`src/design/ted_pkg.sv`:
```
// shared types, constants and helpers for the text encoding detector
`default_nettype none

package ted_pkg;

    // field and window sizes
    localparam int BYTE_W    = 8;
    localparam int LIMIT_W   = 16;
    localparam int WIN_DEPTH = 5;
    localparam int HOLD      = WIN_DEPTH - 1;
    localparam int FILL_W    = 3;
    localparam int SKIP_W    = 2;
    localparam int EXT_DEPTH = 2 * WIN_DEPTH - 1;

    // configuration port
    localparam int PADDR_W = 3;
    localparam int PDATA_W = 32;
    localparam logic REG_SCAN_LIMIT = 1'b0;
    localparam logic [LIMIT_W-1:0] SCAN_LIMIT_RST = LIMIT_W'(8 * 1024);

    // byte thresholds
    localparam logic [BYTE_W-1:0] B_OTHER  = 8'hFD;
    localparam logic [BYTE_W-1:0] B_LEAD4  = 8'hF0;
    localparam logic [BYTE_W-1:0] B_LEAD3  = 8'hE0;
    localparam logic [BYTE_W-1:0] B_LEAD2  = 8'hC0;
    localparam logic [BYTE_W-1:0] B_CONT   = 8'h80;
    localparam logic [BYTE_W-1:0] B_SJ_LO  = 8'h81;
    localparam logic [BYTE_W-1:0] B_SJ_HI  = 8'h9F;
    localparam logic [BYTE_W-1:0] B_SJ2_HI = 8'hEF;
    localparam logic [BYTE_W-1:0] B_TRAIL  = 8'h40;
    localparam logic [BYTE_W-1:0] B_DEL    = 8'h7F;

    // result codes
    typedef enum logic [1:0] {
        ENC_UTF8    = 2'd0,
        ENC_SJIS    = 2'd1,
        ENC_OTHER   = 2'd2,
        ENC_UNKNOWN = 2'd3
    } t_enc_class;

    // one inspected position and its four followers
    typedef logic [WIN_DEPTH-1:0][BYTE_W-1:0] t_win;

    // scan state carried from one position to the next
    typedef struct packed {
        logic [SKIP_W-1:0]  skip;
        logic [LIMIT_W-1:0] pos;
        logic               u8_out;
        logic               sj_out;
        logic               other;
    } t_scan;

    // utf-8 continuation byte
    function automatic logic is_cont(input logic [BYTE_W-1:0] b);
        is_cont = (b >= B_CONT) && (b < B_LEAD2);
    endfunction

endpackage

`default_nettype wire

```
`src/design/ted_inspect.sv`:
```
// inspection cell: applies the classification rules to one byte position
`default_nettype none

module ted_inspect (
    input  wire logic                          i_enable,
    input  wire logic [ted_pkg::LIMIT_W-1:0]   i_scan_limit,
    input  wire ted_pkg::t_win                 i_win,
    input  wire ted_pkg::t_scan                i_state,
    output ted_pkg::t_scan                     o_state
);

    logic [ted_pkg::BYTE_W-1:0] lead;
    logic                       u8_lead;
    logic                       u8_match;
    logic [ted_pkg::SKIP_W-1:0] u8_skip;
    logic                       u8_bad;
    logic                       sj_lead;
    logic                       sj_ok;

    assign lead = i_win[0];

    // utf-8 lead and continuation pattern
    always_comb begin
        u8_lead  = lead >= ted_pkg::B_LEAD2;
        u8_match = 1'b0;
        u8_skip  = '0;
        priority if (lead >= ted_pkg::B_LEAD4) begin
            u8_match = ted_pkg::is_cont(i_win[1]) && ted_pkg::is_cont(i_win[2])
                    && ted_pkg::is_cont(i_win[3]) && !ted_pkg::is_cont(i_win[4]);
            u8_skip  = ted_pkg::SKIP_W'(3);
        end else if (lead >= ted_pkg::B_LEAD3) begin
            u8_match = ted_pkg::is_cont(i_win[1]) && ted_pkg::is_cont(i_win[2])
                    && !ted_pkg::is_cont(i_win[3]);
            u8_skip  = ted_pkg::SKIP_W'(2);
        end else if (lead >= ted_pkg::B_LEAD2) begin
            u8_match = ted_pkg::is_cont(i_win[1]) && !ted_pkg::is_cont(i_win[2]);
            u8_skip  = ted_pkg::SKIP_W'(1);
        end else begin
            u8_match = 1'b0;
            u8_skip  = '0;
        end
        u8_bad = (u8_lead && !u8_match) || ted_pkg::is_cont(lead);
    end

    // shift-jis lead and trail byte
    assign sj_lead = ((lead >= ted_pkg::B_SJ_LO) && (lead <= ted_pkg::B_SJ_HI))
                  || ((lead >= ted_pkg::B_LEAD3) && (lead <= ted_pkg::B_SJ2_HI));
    assign sj_ok   = (i_win[1] >= ted_pkg::B_TRAIL) && (i_win[1] != ted_pkg::B_DEL)
                  && (i_win[1] < ted_pkg::B_OTHER);

    // state update for one position
    always_comb begin
        logic u8n;
        logic sjn;
        o_state = i_state;
        u8n     = i_state.u8_out | u8_bad;
        sjn     = i_state.sj_out | sj_lead;
        if (i_enable && !i_state.other && (i_state.pos < i_scan_limit)) begin
            o_state.pos = i_state.pos + 1'b1;
            priority if (i_state.skip != '0) begin
                o_state.skip = i_state.skip - 1'b1;
            end else if (lead >= ted_pkg::B_OTHER) begin
                o_state.other = 1'b1;
            end else if (!i_state.u8_out && u8_lead && u8_match) begin
                o_state.skip = u8_skip;
            end else if (!i_state.sj_out && sj_lead && sj_ok) begin
                o_state.u8_out = u8n;
                o_state.skip   = ted_pkg::SKIP_W'(1);
            end else begin
                o_state.u8_out = u8n;
                o_state.sj_out = sjn;
                o_state.other  = u8n & sjn;
            end
        end
    end

endmodule

`default_nettype wire

```
`src/design/text_encoding_detector_unit.sv`:
```
// top level of the utf-8 / shift-jis text encoding detector
//
//  channel   direction  handshake                  payload
//  in        to block   i_in_valid / o_in_stall    i_data_byte, i_end_of_data
//  out       from block o_out_valid / i_out_stall  o_encoding_class
//  config    to block   psel/penable/pwrite/pready paddr, pwdata, prdata
//
// one byte item a cycle unless a last item waits: input register, one pass of five inspection cells, result register
// an accepted last byte goes through the input register and the chained cells into the result register
// the final item drains up to five positions through the chained cells in the cycle that it is processed
// a waiting result stalls only a last item; other bytes keep flowing
// reset is synchronous, active low, and needs no clearing pass
`default_nettype none

module text_encoding_detector_unit (
    input  wire logic                          i_clk,
    input  wire logic                          i_rst_n,
    input  wire logic                          i_in_valid,
    output logic                               o_in_stall,
    input  wire logic [ted_pkg::BYTE_W-1:0]    i_data_byte,
    input  wire logic                          i_end_of_data,
    output logic                               o_out_valid,
    input  wire logic                          i_out_stall,
    output logic [1:0]                         o_encoding_class,
    input  wire logic                          psel,
    input  wire logic                          penable,
    input  wire logic                          pwrite,
    input  wire logic [ted_pkg::PADDR_W-1:0]   paddr,
    input  wire logic [ted_pkg::PDATA_W-1:0]   pwdata,
    output logic [ted_pkg::PDATA_W-1:0]        prdata,
    output logic                               pready
);

    localparam int NC = ted_pkg::WIN_DEPTH;

    logic [ted_pkg::LIMIT_W-1:0]                r_scan_limit;
    logic                                       r_in_vld;
    logic [ted_pkg::BYTE_W-1:0]                 r_in_byte;
    logic                                       r_in_last;
    logic [ted_pkg::HOLD-1:0][ted_pkg::BYTE_W-1:0] r_win;
    logic [ted_pkg::HOLD-1:0][ted_pkg::BYTE_W-1:0] n_win;
    logic [ted_pkg::FILL_W-1:0]                 r_fill;
    logic [ted_pkg::FILL_W-1:0]                 n_fill;
    ted_pkg::t_scan                             r_scan;
    ted_pkg::t_scan                             n_scan;
    logic                                       r_out_vld;
    ted_pkg::t_enc_class                        r_class;
    ted_pkg::t_enc_class                        n_class;

    logic                                       in_acc;
    logic                                       proc;
    logic                                       cfg_wr;
    logic [ted_pkg::FILL_W-1:0]                 count;
    logic [ted_pkg::EXT_DEPTH-1:0][ted_pkg::BYTE_W-1:0] ext;
    logic [NC-1:0]                              cell_en;
    ted_pkg::t_scan                             chain [NC+1];

    // configuration port
    assign pready = 1'b1;
    assign cfg_wr = psel && penable && pwrite && pready;
    assign prdata = (paddr[2] == ted_pkg::REG_SCAN_LIMIT)
                  ? ted_pkg::PDATA_W'(r_scan_limit) : '0;

    always_ff @(posedge i_clk) begin
        if (!i_rst_n) begin
            r_scan_limit <= ted_pkg::SCAN_LIMIT_RST;
        end else if (cfg_wr && (paddr[2] == ted_pkg::REG_SCAN_LIMIT)) begin
            r_scan_limit <= pwdata[ted_pkg::LIMIT_W-1:0];
        end
    end

    // handshake: only a last item waits for the result register
    assign proc        = r_in_vld && (!r_in_last || !r_out_vld || !i_out_stall);
    assign o_in_stall  = r_in_vld && !proc;
    assign in_acc      = i_in_valid && !o_in_stall;
    assign o_out_valid = r_out_vld;
    assign o_encoding_class = r_class;

    // input register
    always_ff @(posedge i_clk) begin
        if (!i_rst_n) begin
            r_in_vld <= 1'b0;
        end else if (in_acc) begin
            r_in_vld <= 1'b1;
        end else if (proc) begin
            r_in_vld <= 1'b0;
        end
    end

    always_ff @(posedge i_clk) begin
        if (in_acc) begin
            r_in_byte <= i_data_byte;
            r_in_last <= i_end_of_data;
        end
    end

    // held bytes, new byte, then zero padding past the end
    always_comb begin
        ext = '0;
        for (int j = 0; j < ted_pkg::HOLD; j++) begin
            if (ted_pkg::FILL_W'(j) < r_fill) begin
                ext[j] = r_win[j];
            end else if (ted_pkg::FILL_W'(j) == r_fill) begin
                ext[j] = r_in_byte;
            end
        end
        if (r_fill == ted_pkg::FILL_W'(ted_pkg::HOLD)) begin
            ext[ted_pkg::HOLD] = r_in_byte;
        end
    end

    // which cells inspect a position this cycle
    assign count = r_fill + 1'b1;
    always_comb begin
        for (int k = 0; k < NC; k++) begin
            if (r_in_last) begin
                cell_en[k] = proc && (ted_pkg::FILL_W'(k) < count);
            end else begin
                cell_en[k] = proc && (k == 0) && (r_fill == ted_pkg::FILL_W'(ted_pkg::HOLD));
            end
        end
    end

    // chain of inspection cells
    assign chain[0] = r_scan;
    for (genvar k = 0; k < NC; k++) begin : g_cell
        ted_inspect u_inspect (
            .i_enable     (cell_en[k]),
            .i_scan_limit (r_scan_limit),
            .i_win        (ext[k+ted_pkg::WIN_DEPTH-1:k]),
            .i_state      (chain[k]),
            .o_state      (chain[k+1])
        );
    end

    // next window, fill and scan state
    always_comb begin
        n_win   = r_win;
        n_fill  = r_fill;
        n_scan  = r_scan;
        if (r_in_last) begin
            n_win  = r_win;
            n_fill = '0;
            n_scan = '0;
        end else if (r_fill == ted_pkg::FILL_W'(ted_pkg::HOLD)) begin
            for (int j = 0; j < ted_pkg::HOLD - 1; j++) begin
                n_win[j] = r_win[j+1];
            end
            n_win[ted_pkg::HOLD-1] = r_in_byte;
            n_scan = chain[NC];
        end else begin
            for (int j = 0; j < ted_pkg::HOLD; j++) begin
                if (ted_pkg::FILL_W'(j) == r_fill) begin
                    n_win[j] = r_in_byte;
                end
            end
            n_fill = r_fill + 1'b1;
        end
    end

    // verdict from the fully drained state
    always_comb begin
        priority if (chain[NC].other) begin
            n_class = ted_pkg::ENC_OTHER;
        end else if (chain[NC].u8_out) begin
            n_class = ted_pkg::ENC_SJIS;
        end else if (chain[NC].sj_out) begin
            n_class = ted_pkg::ENC_UTF8;
        end else begin
            n_class = ted_pkg::ENC_UNKNOWN;
        end
    end

    // scan state registers
    always_ff @(posedge i_clk) begin
        if (!i_rst_n) begin
            r_fill <= '0;
            r_scan <= '0;
        end else if (proc) begin
            r_fill <= n_fill;
            r_scan <= n_scan;
        end
    end

    always_ff @(posedge i_clk) begin
        if (!i_rst_n) begin
            r_win <= '0;
        end else if (proc) begin
            r_win <= n_win;
        end
    end

    // result register
    always_ff @(posedge i_clk) begin
        if (!i_rst_n) begin
            r_out_vld <= 1'b0;
        end else if (proc && r_in_last) begin
            r_out_vld <= 1'b1;
        end else if (!i_out_stall) begin
            r_out_vld <= 1'b0;
        end
    end

    always_ff @(posedge i_clk) begin
        if (proc && r_in_last) begin
            r_class <= n_class;
        end
    end

    // checks
    a_fill_bound: assert property (@(posedge i_clk) disable iff (!i_rst_n)
        r_fill <= ted_pkg::FILL_W'(ted_pkg::HOLD))
        else $error("window fill beyond four held bytes");

    a_result_from_last: assert property (@(posedge i_clk) disable iff (!i_rst_n)
        $rose(r_out_vld) |-> $past(proc && r_in_last))
        else $error("result raised without a last item");

    a_clear_after_last: assert property (@(posedge i_clk) disable iff (!i_rst_n)
        proc && r_in_last |=> (r_fill == '0) && (r_scan.pos == '0) && !r_scan.other)
        else $error("scan state not cleared after last item");

    a_no_overwrite: assert property (@(posedge i_clk) disable iff (!i_rst_n)
        r_in_vld && r_in_last && r_out_vld && i_out_stall |-> o_in_stall && !proc)
        else $error("waiting result would be overwritten");

endmodule

`default_nettype wire

```
`config.mk`:
```
export PLATFORM = sky130hd
export DESIGN_NAME = text_encoding_detector_unit
export DESIGN_NICKNAME = d
export VERILOG_FILES = /design/src/design/ted_pkg.sv /design/src/design/ted_inspect.sv /design/src/design/text_encoding_detector_unit.sv
export SDC_FILE = /design/constraint.sdc
export NUM_CORES = 1
export LEC_CHECK = 0
export BUFFER_PORTS_ARGS = -buffer_cell sky130_fd_sc_hd__buf_2
export CAP_MARGIN = 20
export CORE_MARGIN = 1.5
export CORE_UTILIZATION = 63
export CTS_BUF_LIST = sky130_fd_sc_hd__clkbuf_8
export DETAILED_ROUTE_END_ITERATION = 6
export PLACE_DENSITY_LB_ADDON = 0.05
export SYNTH_ARGS = -nofsm -noshare
export SYNTH_HDL_FRONTEND = slang
export SYNTH_SLANG_ARGS = --single-unit
```
`constraint.sdc`:
```
create_clock -name i_clk -period 14.62 [get_ports i_clk]
set_input_delay 2.193 -clock i_clk [delete_from_list [all_inputs] [get_ports i_clk]]
set_output_delay 2.193 -clock i_clk [all_outputs]
set_load 0.1 [all_outputs]
```
==> impl_metrics.json, run 1 <==
{
  "min-delay-path-class": "reg -> reg",
  "place_ws_ns": 0.919,
  "seqPwrFrac_pct": 48.4,
  "clockBufferDepth": 2,
  "core_um2": 14600,
  "io_buffers": 52,
  "ant_nets": 0,
  "crit_type": "in -> reg",
  "syn_inst": 1236,
  "timing.rr.start": "r_fill[1]",
  "start_kind": "primary input",
  "hold_depth": 2,
  "hp-start": "r_scan_limit[10]",
  "ys.flop_type": "dfxtp_1",
  "via_per_inst": 6.78,
  "yosys_warnings": 0,
  "clock_skew_ns": 0.0130,
  "drt-total-wl_mm": 29.1,
  "slowest_delay_ns": 0.67,
  "cts-resized-gates": 0,
  "leakage_nw": 4.31,
  "route.detailed.drc": 0,
  "dp_hpwl_mm": 22.4,
  "switching_power_w": 0.000182,
  "swShare_pct": 35.4,
  "yosys_register_bits": 85,
  "final_util_pct": 69.6,
  "clk_latency_ns": 0.40,
  "grt_pass1_wl_mm": 45.8,
  "p_clk_share_pct": 34.5,
  "mostFrequentLayoutCells": "nand2_1 (128), nor2_1 (92), ha_1 (83), a21oi_1 (77), dfxtp_1 (74)",
  "fill_cells": 1277,
  "grtUsageTotal_pct": 36.3,
  "cap_violations": 0,
  "vdd_drop_max_mv": 0.0601,
  "grt_max_degree": 68,
  "p_comb_share_pct": 17.1,
  "internal-power_w": 0.000333,
  "design.die.area_um2": 15700,
  "relSlewSlack_pct": 26.5,
  "num_rows": 44,
  "synth.distinct_cells": 99,
  "async_flop_share_pct": 0,
  "ff2ff_setup_slack_ns": 1.08,
  "max_freq_mhz": 73.2,
  "finalWeightedCongestion": 0.948,
  "worst_r2r_endpoint": "o_encoding_class[0]",
  "avgRoutedWirePerCell_um": 19.8,
  "hold_viol": 0,
  "reg2regPathDepth": 53,
  "setup_violations": 0,
  "rsz0062_at_grt": "no",
  "setup_slack_ns": 0.961,
  "p_per_area_nw_per_um2": 50.7,
  "floorplan.initialDensity_pct": 64.7,
  "clk_pin_slew_ns": 0.11,
  "overflow": 0,
  "path_common_cell": "a21o_1",
  "grt_pass1_vias": 8755,
  "worst_path_max_delay_cell": "a2111oi_0",
  "worstMarginPinSlew_ns": 1.10,
  "tns_ns": 0,
  "outcome": "complete, no violations",
  "die_x_um": 125,
  "nets": 1414,
  "layout_commonest_cell": "nand2_1",
  "cts_tree": "yes",
  "syn_area_um2": 9440,
  "antenna_found_initial": 0,
  "cts_made_buffers": 9,
  "drive_gt1_share_pct": 12.7,
  "htreeDepth": 3,
  "cp_max_fo": 7,
  "diodes": 0,
  "synth_edf_count": 11,
  "drtIter0Drc": 1153,
  "fp.dieH_um": 125,
  "crit_required_ns": 14.83,
  "drv_slew": 0,
  "ctsHoldBuffers": 0,
  "root_buffer": "clkbuf_8",
  "dr_total_vias": 9959,
  "worstHoldEndpoint": "r_scan_limit[10]",
  "min_period_over_period_pct": 93.4,
  "critical_path_arrival_ns": 13.87,
  "hold_slack_ns": 0.470,
  "cts.sinks": 85,
  "yosysSeqAreaShare_pct": 19.2,
  "synthToLayoutAreaGrowth_pct": 7.51,
  "drt-pass1-iter-count": 5,
  "min_period_ns": 13.66,
  "cp-end-kind": "flip-flop",
  "finalPower_w": 0.000514,
  "io-pin-count": 88,
  "cts_setup_buffers": 0,
  "synth.avg_cell_area_um2": 7.64
}
[routing by layer]
metal | global-route usage, % | part of all wire (%) | vias to the layer above
met1 | 56.2 | 47 | 4606
met4 | 9.43 | 1.8 | 0
met3 | 8.56 | 12 | 51
met5 | 2.48 | 0 | -
li1 | - | - | 4694
met2 | 49.2 | 39 | 608
[worst max-delay path by stage]
stage	startpoint	endpoint	slack [ns]
5_1_grt	i_out_stall	o_encoding_class[0]	0.17
2_1_floorplan	i_out_stall	o_encoding_class[1]	1.96
3_3_place_gp	i_out_stall	o_encoding_class[1]	0.89
3_5_place_dp	i_out_stall	o_encoding_class[1]	0.92
6_report	i_out_stall	o_encoding_class[0]	0.96
4_1_cts	i_out_stall	o_encoding_class[1]	1.27
[cells in the mapped netlist (all sizes together), types with 15 or more instances]
cell type    n  area [um2]
a21boi      19         143
a21o        18         135
a21oi       78         394
and2        27         169
buf         37         245
clkbuf      48         180
dfxtp       74        1480
ha          83        1040
inv         49         184
mux2i       15         150
nand2      129         487
nand3       38         200
nand4       40         250
nor2        92         345
nor2b       26         163
nor3        36         219
nor3b       22         170
nor4        27         209
o211a       18         180
o211ai      16         125
o21ai       49         249
xnor2       47         427
[critical path: cells and delay by family]
| kind | cells | cell delay, ns |
|---|---|---|
| buffers and inverters | 6 | 0.85 |
| and+or+nand+nor | 18 | 3.89 |
| adders and majority gates | 4 | 1.15 |
| xor gates and xnor gates | 4 | 1.24 |
| AOI/OAI and AO/OA | 20 | 4.50 |
[cells by family after synthesis]
group                    Yosys count  share of synthesized area (%)
AND/OR/NAND/NOR                  521                           30.4
AO/OA/AOI/OAI                    332                           25.3
buffers and inverters            136                           6.53
flip-flops                        85                           19.2
adder cells (fa/ha/maj)           83                           11.0
XOR/XNOR                          60                           5.72
multiplexers                      17                           1.83
other                              2                         0.0795
[sequential cells by signal (all words and copies together), names as in the netlist]
name,flops
r_fill,3
r_in_vld,1
o_encoding_class,2
r_in_byte,8
chain,21
r_win,32
o_out_valid,1
r_in_last,1
r_scan_limit,16
[per-stage QoR]
step,instance area (um2),std cells
floorplan,9500,1251
global placement,9950,1453
detailed placement,9950,1453
CTS,10200,1469
global route,10200,1469
finish,10200,1469
[layout make-up]
| type | count | area, um2 | area share (%) |
|---|---|---|---|
| clock inverter | 7 | 81.3 | 0.801 |
| tap | 184 | 230 | 2.27 |
| multi-input combinational | 1030 | 7070 | 69.6 |
| inverter | 51 | 191 | 1.89 |
| timing repair buffer | 103 | 643 | 6.33 |
| sequential | 85 | 1810 | 17.8 |
| clock buffer | 9 | 124 | 1.22 |
[power by group through the flow]
stage               Combinational [W]  Clock, W  Sequential (W)
global placement            0.0000847         0        0.000253
floorplan                   0.0000705         0        0.000250
global route                0.0000937  0.000186        0.000249
detailed placement          0.0000856         0        0.000254
finish                      0.0000880  0.000178        0.000249
CTS                         0.0000860  0.000177        0.000248
Power figures use the tool's default switching activity.
==> run 2: changes to the inputs <==
==> constraint.sdc (replaced) <==
create_clock -name i_clk -period 14.62 [get_ports i_clk]
set_input_delay 0.731 -clock i_clk [delete_from_list [all_inputs] [get_ports i_clk]]
set_output_delay 0.731 -clock i_clk [all_outputs]
set_load 0.1 [all_outputs]
==> run 2 against run 1 <==
  * Register-to-register slack got worse by 0.28 ns
  * Worst setup slack got worse by 0.16 ns
  * Sequential power barely moved
  * Count of clock-buffer cells in the layout did not move
  * Final area fell by 2.2%
  * Cell count fell by 2.1%
  * Clock skew rose by 0.012 ns
  * Non-clock buffer count fell by 31
  * Clock power fell by 2%
  * Critical path depth fell by 1
  * Critical path type is now reg -> reg
  * Sequential cell count did not move
  * Highest routed layer unchanged
==> impl_metrics.json, run 2 (same netlist as run 1, synthesis figures left out) <==
{
  "outcome": "complete, no violations",
  "dr_total_vias": 9774,
  "max_flop_register": "r_win",
  "setup_violations": 0,
  "fp.dieH_um": 125,
  "start_kind": "flip-flop",
  "dp_hpwl_mm": 21.9,
  "overflow": 0,
  "tns_ns": 0,
  "layout_commonest_cell": "nand2_1",
  "clk_latency_ns": 0.40,
  "drtIter0Drc": 1318,
  "cp_max_fo": 9,
  "diodes": 0,
  "finalWeightedCongestion": 0.986,
  "clockBufferDepth": 2,
  "drt-total-wl_mm": 28.2,
  "drt-pass1-iter-count": 6,
  "worst_path_max_delay_cell": "a2111oi_0",
  "io_buffers": 52,
  "grt_pass1_vias": 8475,
  "min_period_over_period_pct": 94.5,
  "floorplan.initialDensity_pct": 64.7,
  "hp-start": "r_scan_limit[2]",
  "num_rows": 44,
  "synthToLayoutAreaGrowth_pct": 5.18,
  "cap_violations": 0,
  "design.die.area_um2": 15700,
  "htreeDepth": 3,
  "avgRoutedWirePerCell_um": 19.6,
  "critical_path_arrival_ns": 13.93,
  "reg2regPathDepth": 51,
  "cts_made_buffers": 9,
  "path_common_cell": "a21o_1",
  "clk_pin_slew_ns": 0.12,
  "cts_tree": "yes",
  "hold_viol": 0,
  "cts_setup_buffers": 0,
  "hold_depth": 2,
  "timing.rr.start": "r_fill[0]",
  "relSlewSlack_pct": 38.2,
  "ant_nets": 0,
  "largest_reg_flops": 32,
  "crit_required_ns": 14.73,
  "clock_skew_ns": 0.0250,
  "rsz0062_at_grt": "no",
  "vdd_drop_max_mv": 0.0615,
  "p_per_area_nw_per_um2": 51.2,
  "drv_slew": 0,
  "antenna_found_initial": 0,
  "leakage_nw": 4.15,
  "cp-end-kind": "flip-flop",
  "grt_max_degree": 68,
  "core_um2": 14600,
  "max_freq_mhz": 72.3,
  "io-pin-count": 88,
  "cp_top_family": "simple AND/OR/NAND/NOR gates",
  "mostFrequentLayoutCells": "nand2_1 (128), nor2_1 (92), ha_1 (83), a21oi_1 (77), dfxtp_1 (74)",
  "final_util_pct": 68.1,
  "ff_latch_area_um2": 1810,
  "fill_cells": 1278,
  "nets": 1383,
  "path_buf_inv": 2,
  "min_period_ns": 13.82,
  "crit_type": "reg -> reg",
  "grtUsageTotal_pct": 35.3,
  "via_per_inst": 6.80,
  "die_x_um": 125,
  "drive_gt1_share_pct": 10.7,
  "ff2ff_setup_slack_ns": 0.80,
  "min-delay-path-class": "reg -> reg",
  "slowest_delay_ns": 0.75,
  "cts.sinks": 85,
  "worstHoldEndpoint": "r_scan_limit[2]",
  "route.detailed.drc": 0,
  "root_buffer": "clkbuf_8",
  "worst_r2r_endpoint": "o_encoding_class[1]",
  "worstMarginPinSlew_ns": 0.923,
  "grt_pass1_wl_mm": 44.6,
  "multi_input_area_um2": 7090
}
run 2: worst max path at each step:
stage                     endpoint  cells past startpoint  slack [ns]  startpoint
2_1_floorplan  o_encoding_class[1]                     54        3.05   r_fill[0]
3_3_place_gp   o_encoding_class[1]                     49        1.29   r_fill[0]
3_5_place_dp   o_encoding_class[1]                     48        1.14   r_fill[0]
4_1_cts        o_encoding_class[1]                     48        1.06   r_fill[0]
5_1_grt        o_encoding_class[1]                     49        0.04   r_fill[0]
6_report       o_encoding_class[1]                     51        0.80   r_fill[0]
run 2: through the flow:
stage / total power [W] / std cells / hold WS, ns / setup WS (ns) / instance area, um2
final: 0.000509 / 1438 / 0.468 / 0.797 / 9930
after global routing: 0.000526 / 1438 / 0.484 / 0.0445 / 9930
after CTS: 0.000508 / 1437 / 0.471 / 1.06 / 9910
after detailed placement: 0.000338 / 1421 / 0.458 / 1.14 / 9710
after global placement: 0.000337 / 1421 / 0.451 / 1.29 / 9710
after floorplan: 0.000321 / 1251 / 0.443 / 3.05 / 9500
run 2: power by group:
| part | internal (W) | switching, W | leakage (nW) | total [W] |
|---|---|---|---|---|
| clock network | 0.0000674 | 0.000106 | 0.101 | 0.000174 |
| registers | 0.000241 | 0.00000792 | 0.700 | 0.000249 |
| logic | 0.0000229 | 0.0000629 | 3.35 | 0.0000859 |
| total | 0.000331 | 0.000177 | 4.15 | 0.000509 |
run 2: worst register-to-register path, delay by kind of cell, from the launching register on:
kind,cells,cell delay [ns]
compound gates,20,4.64
xor+xnor,4,1.42
fa+ha+maj,5,1.50
buf+inv,2,0.24
flops,1,0.53
simple gates,20,5.18
run 2: area by class of cell:
type | count | share of cell area (%)
multi-input cells | 1030 | 71.4
flip-flops and latches | 85 | 18.2
repair buffers | 72 | 4.13
well taps | 184 | 2.32
inverters | 51 | 1.93
clock buffers | 9 | 1.25
clock inverters | 7 | 0.743
run 2: what timing repair did:
action | 4_1_cts | 5_1_grt
hold buffers | 0 | 0
resized for setup | 0 | 3
endpoints found under the setup margin | 0 | 2
run 2: layer usage:
layer,vias up,share of wire (%),track usage (%)
li1,4632,-,-
met1,4538,46,54.4
met2,570,40,48.9
met3,34,13,8.64
met4,0,1.4,7.89
met5,-,0,0
